===== config.mk =====
export PLATFORM = sky130hd
export DESIGN_NAME = slt_cell
export DESIGN_NICKNAME = d
export VERILOG_FILES = /design/src/hdl/slt_pkg.sv /design/src/hdl/slt_cell.sv
export SDC_FILE = /design/constraint.sdc
export NUM_CORES = 1
export LEC_CHECK = 0
export BUFFER_PORTS_ARGS = -buffer_cell sky130_fd_sc_hd__buf_4
export CAP_MARGIN = 20
export CELL_PAD_IN_SITES_DETAIL_PLACEMENT = 1
export CELL_PAD_IN_SITES_GLOBAL_PLACEMENT = 1
export CORE_ASPECT_RATIO = 0.7
export CORE_MARGIN = 8
export CORE_UTILIZATION = 35
export CTS_CLUSTER_DIAMETER = 80
export DETAILED_ROUTE_END_ITERATION = 10
export MAX_ROUTING_LAYER = met4
export PLACE_DENSITY_LB_ADDON = 0.1
export SETUP_SLACK_MARGIN = 0.15
export SLEW_MARGIN = 20
export SYNTH_ARGS = -nofsm -noshare
export SYNTH_HDL_FRONTEND = slang
export SYNTH_SLANG_ARGS = --single-unit

===== constraint.sdc =====
create_clock -name clk -period 4.9 [get_ports clk]
set_input_delay 0.49 -clock clk [delete_from_list [all_inputs] [get_ports clk]]
set_output_delay 0.49 -clock clk [all_outputs]
set_load 0.01 [all_outputs]

===== src/hdl/slt_pkg.sv =====
// Shared constants, request and status codes, and the cell command type
// for the sorted list table. No dependencies.
package slt_pkg;

	localparam int DEPTH     = 128;
	localparam int CNT_W     = $clog2(DEPTH + 1);
	localparam int CAP_W     = 8;
	localparam int CMP_W     = (CNT_W > CAP_W) ? CNT_W : CAP_W;
	localparam int COUNT_O_W = 8;
	localparam int VAL_W     = 32;
	localparam int REQ_W     = 2;
	localparam int STATUS_W  = 2;

	localparam logic [REQ_W-1:0] REQ_INSERT = 2'd0;
	localparam logic [REQ_W-1:0] REQ_SEARCH = 2'd1;
	localparam logic [REQ_W-1:0] REQ_REMOVE = 2'd2;

	localparam logic [STATUS_W-1:0] STATUS_DONE = 2'd0;
	localparam logic [STATUS_W-1:0] STATUS_FULL = 2'd1;
	localparam logic [STATUS_W-1:0] STATUS_MISS = 2'd2;

	localparam logic [CAP_W-1:0] CAP_RESET = 8'd128;

	typedef struct packed {
		logic                    cmp_en;
		logic                    ins_en;
		logic                    del_en;
		logic signed [VAL_W-1:0] value;
	} cell_cmd_t;

endpackage


===== src/hdl/slt_cell.sv =====
// One storage cell of the sorted row: holds an entry, compares it with the
// broadcast value, and on insert or remove takes the value or a neighbor's entry. Uses slt_pkg.
module slt_cell (
	input  logic                             clk,
	input  slt_pkg::cell_cmd_t               cmd,
	input  logic                             valid,
	input  logic                             prev_le,
	input  logic signed [slt_pkg::VAL_W-1:0] prev_entry,
	input  logic signed [slt_pkg::VAL_W-1:0] next_entry,
	output logic signed [slt_pkg::VAL_W-1:0] entry,
	output logic                             le,
	output logic                             eq
);

	logic signed [slt_pkg::VAL_W-1:0] entry_q;
	logic                             le_q;
	logic                             eq_q;

	always_ff @(posedge clk) begin
		if (cmd.cmp_en) begin
			le_q <= valid && (entry_q <= cmd.value);
			eq_q <= valid && (entry_q == cmd.value);
		end
		if (cmd.ins_en && !le_q) begin
			entry_q <= prev_le ? cmd.value : prev_entry;
		end else if (cmd.del_en && !(le_q && !eq_q)) begin
			entry_q <= next_entry;
		end
	end

	assign entry = entry_q;
	assign le    = le_q;
	assign eq    = eq_q;

endmodule

# Word level (Yosys, flattened, before mapping)
# Cells that the tools add are included.
dict set report totals {
  out_inout_bits 34
  register_bits 34
  wordCells 17
  inputBits 102
}
dict set report classes {
  n_eq_ne 1
  mux 3
  magnitude_cmp 1
  n_reduce_logical 9
}
# cell n
set op_table {}
lappend op_table {{2-to-1 mux 32 bit} 3}
lappend op_table {{== test 32 bit} 1}
lappend op_table {{less-or-equal comparator 32 bit} 1}
lappend op_table {{logical AND 1 bit} 5}
lappend op_table {{logical NOT 1 bit} 3}
lappend op_table {{nonzero test 2 bit} 1}

# Logic depth before layout (Yosys ltp)
dict set report logic_depth {
  word_depth 6
  depth_mapped 8
  ltp_nobuf 8
}

# Worst setup path after synthesis
# OpenSTA, ideal clock, no wires.
dict set report synth_path {
  path_type {input port to flip-flop}
  from {input port cmd[33] (netlist bit)}
  to {register entry_q, in the netlist entry[0], enable pin}
  setup_time_ps 466
  required_time_ps 4434
  n_path_buf 0
  arrival_ps 2804
  setup_slack_ps 1631
  stages 2
  cell_sequence {nor2_1 > o21ai_0}
}
dict set report synth_between {
  elab_chain_cells 2
}
# element line
set synth_rtl {}
lappend synth_rtl {{from (decl)} slt_cell.sv:5} ;# input slt_pkg::cell_cmd_t cmd,
lappend synth_rtl {{logical AND 1 bit} slt_cell.sv:24} ;# if (cmd.ins_en && !le_q) begin
lappend synth_rtl {{nonzero test 2 bit (no line)} -}
lappend synth_rtl {{to (signal assigned)} slt_cell.sv:25} ;# entry_q <= prev_le ? cmd.value : prev_entry;
lappend synth_rtl {{to (signal assigned)} slt_cell.sv:27} ;# entry_q <= next_entry;
lappend synth_rtl {{to (decl)} slt_cell.sv:15} ;# logic signed [slt_pkg::VAL_W-1:0] entry_q;
# No other way between the ends.
# A chain may end at the register's enable or synchronous reset.

# Final worst setup path
dict set report layout_path {
  from {register entry_q, in the netlist entry[30]}
  to {register le_q (netlist: le) (data pin)}
}
dict set report layout_between {
  elab_chain_cells 2
}
# element line
set layout_rtl {}
lappend layout_rtl {{less-or-equal comparator 32 bit} slt_cell.sv:21} ;# le_q <= valid && (entry_q <= cmd.value);
lappend layout_rtl {{logical AND 1 bit} slt_cell.sv:21}
lappend layout_rtl {{to (signal assigned)} slt_cell.sv:21}
lappend layout_rtl {{to (decl)} slt_cell.sv:16} ;# logic le_q;
# No other way between the ends.

==> run_results.csv <==
group,metric,value,unit
outcome,outcome,"completed",
logic_synthesis,yosys.cell_types.count,23,
timing,skew,0.00561,ns
logic_synthesis,synth_most_common_cell,"nand2_1",
logic_synthesis,yosysTopAreaCell,"edfxtp_1",
logic_synthesis,synth_warnings,0,
logic_synthesis,synth.area.top_cells,"edfxtp_1, ha_1, mux2i_1",
final_layout,drive_above_1_share,0.369,
logic_synthesis,ys.flop_type,"edfxtp_1",
timing,fmax,441,MHz
logic_synthesis,synth_top_area_share,0.405,
floorplanning,rows,26,
logic_synthesis,synth_seq_cells,34,
timing,finalHoldViolCount,0,
clock_network,ctsResizeCount,0,
global_route,grt_max_degree,65,
global_route,grt_usage,0.168,
clock_network,cts_tree,"built",
worst_setup_path,critical_path.max_stage_delay,0.41,ns
floorplanning,die_height,87.0,µm
clock_network,numCtsBuffers,5,
pwr,powerDensity,257,nW/µm²
final_layout,syn_to_final_growth,48.3,%
drt,routed_wl,8.49,mm
timing,rsz0062_at_grt,"no",
worst_setup_path,crit_buf_inv,0,
place,port-buffer-count,135,
worst_setup_path,worstPathRequired,4.95,ns
final_layout,instances_no_fill,496,
floorplanning,ios,136,
timing,slew_violations,0,
final_layout,final_nets,531,
final_layout,antennaDiodeCount,0,
place,gp_congestion,0.753,
drt,drt-pass1-iter-count,4,
worst_setup_path,critPathLaunchType,"flip-flop",
logic_synthesis,postSynthCellCount,265,
worst_setup_path,criticalPathCategory,"reg -> reg",
clock_network,clockBufferDepth,2,
worst_setup_path,critPathMostFrequentCell,"a211o_1",
logic_synthesis,synth.top_cells.by_count,"nand2_1, o21ai_0, edfxtp_1, inv_1, mux2i_1",
timing,tns,0,ns
clock_network,cts_setup_buffers,0,
floorplanning,die_area,10200,µm²
global_route,grt_pass1_wl,13.6,mm
timing,fin_crit,2.27,ns
logic_synthesis,seq_area_frac_synth,0.405,
logic_synthesis,syn_area_per_cell,9.52,µm²
clock_network,h-tree-depth,2,
global_route,antenna_found_initial,0,
timing,worstMarginPinSlew,0.600,ns
floorplanning,start_util,0.354,
clock_network,clkSinkCount,34,
drt,dr.first_iter.drc_count,51,
place,dp_hpwl,6.83,mm
global_route,grt_pass1_vias,2774,
worst_setup_path,cp.arrival,2.32,ns
timing,maxSlewHeadroom,0.600,
worst_hold_path,hold_path_class,"in -> reg",
drt,avgViaCountPerCell,4.80,
clock_network,clkTransAtPathRegs,0.08,ns
pwr,ir_drop,0.000115,V
final_layout,nFillCells,854,
worst_setup_path,critical-path-top-delay-family,"compound AO/OA/AOI/OAI gates",
floorplanning,die_x,117,µm
drt,routed-via-count,2381,
timing,setup_viol,0,
timing,post-route-period-util,0.463,
clock_network,root_buffer,"clkbuf_8",
logic_synthesis,synth_edf_count,34,
drt,ant_nets,0,
place,dp_cells,487,
logic_synthesis,postSynth.asyncResetShare,0,
clock_network,cts_hold_buf,0,
run,drv_cap,0,
worst_setup_path,cp_max_fo,3,
drt,wl_per_cell,17.1,µm
final_layout,utilization,0.525,
floorplanning,coreArea,7120,µm²
logic_synthesis,netlist_area,2520,µm²
pwr,p_leak,1.92,nW
global_route,grt_overflow_total,0,
drt,drc,0,
logic_synthesis,syn-num-nets,399,
worst_setup_path,worstPathCellList,"ha_1 > a21oi_2 > nand2_1 > a221o_1 > a211o_1 > mux2i_1 > a211o_1",
worst_setup_path,critPathCaptureType,"flip-flop",
clock_network,clk_latency,0.29,ns
worst_setup_path,crit_slowest_cell,"edfxtp_1",
-- worst reg2reg max path, stage by stage (launching register included) --
cell and delay (ns):
edfxtp_1 0.41, ha_1 0.34, a21oi_2 0.14, nand2_1 0.07, a221o_1 0.34, a211o_1 0.31
mux2i_1 0.13, a211o_1 0.29
-- logic make-up after synthesis --
logic type                 after synthesis  share of synthesized area
and+or+nand+nor                         64                      0.114
AOI/OAI and AO/OA                       58                      0.125
buffers and inverters                   44                     0.0670
DFF                                     34                      0.405
muxes                                   33                      0.131
adders and majority gates               32                      0.159
-- power breakdown --
part	switching (W)	leakage [nW]	internal (W)
Sequential	0.0000262	0.339	0.000377
Clock	0.000111	0.0426	0.0000979
Combinational	0.000173	1.54	0.000178
Total	0.000310	1.92	0.000653
-- stage by stage --
stage                     setup WS (ns)  cell area (µm²)  power, W  hold slack, ns
final                              2.63             3740  0.000963           0.403
after global routing               2.50             3740   0.00103           0.395
after CTS                          2.62             3710  0.000972           0.390
after detailed placement           2.42             3630  0.000759           0.701
after global placement             2.45             3630  0.000744           0.703
after floorplan                    1.63             2520  0.000575           0.602
-- state kept, by name, summed over array words and instances, names as in the netlist --
| name | count |
|---|---|
| entry | 32 |
| eq | 1 |
| le | 1 |
-- cells in the final DEF, fill, tap and decap left out, drive strengths merged --
master  instances
a221o           1
edfxtp         34
clkbuf          6
buf           136
inv            33
a211o           2
nor4            2
mux2i          33
nand2b          1
nand2          44
nand4           4
o21ai          38
a21oi          14
nor2b           1
nor4b           1
nor2            6
ha             32
a22oi           1
nand3           4
nand4b          1
clkinv          2
a21o            2
-- metal layers --
metal,track usage,vias to the layer above,wire [µm]
met5,-,-,0
met4,0.0382,0,71
met3,0.0427,5,466
met2,0.280,76,3960
met1,0.202,1101,3990
li1,-,1199,-
-- layout make-up --
class,instances,area (µm²),area share
Clock buffer,6,72.6,0.0194
Sequential cell,34,1020,0.273
Inverter,33,124,0.0331
Timing Repair Buffer,136,1040,0.278
Tap cell,98,123,0.0328
Multi-Input combinational cell,187,1350,0.361
Clock inverter,2,8.76,0.00234
-- worst paths after layout --
check	startpoint	end	slack [ns]	cells after the start
min	cmd[34]	le$_DFFE_PP_	0.40	1
min reg2reg	le$_DFFE_PP_	entry[25]$_DFFE_PP_	0.84	1
max reg2reg	entry[30]$_DFFE_PP_	le$_DFFE_PP_	2.63	7
max	entry[30]$_DFFE_PP_	le$_DFFE_PP_	2.63	7
No activity file was read; power rests on OpenSTA's default activity.
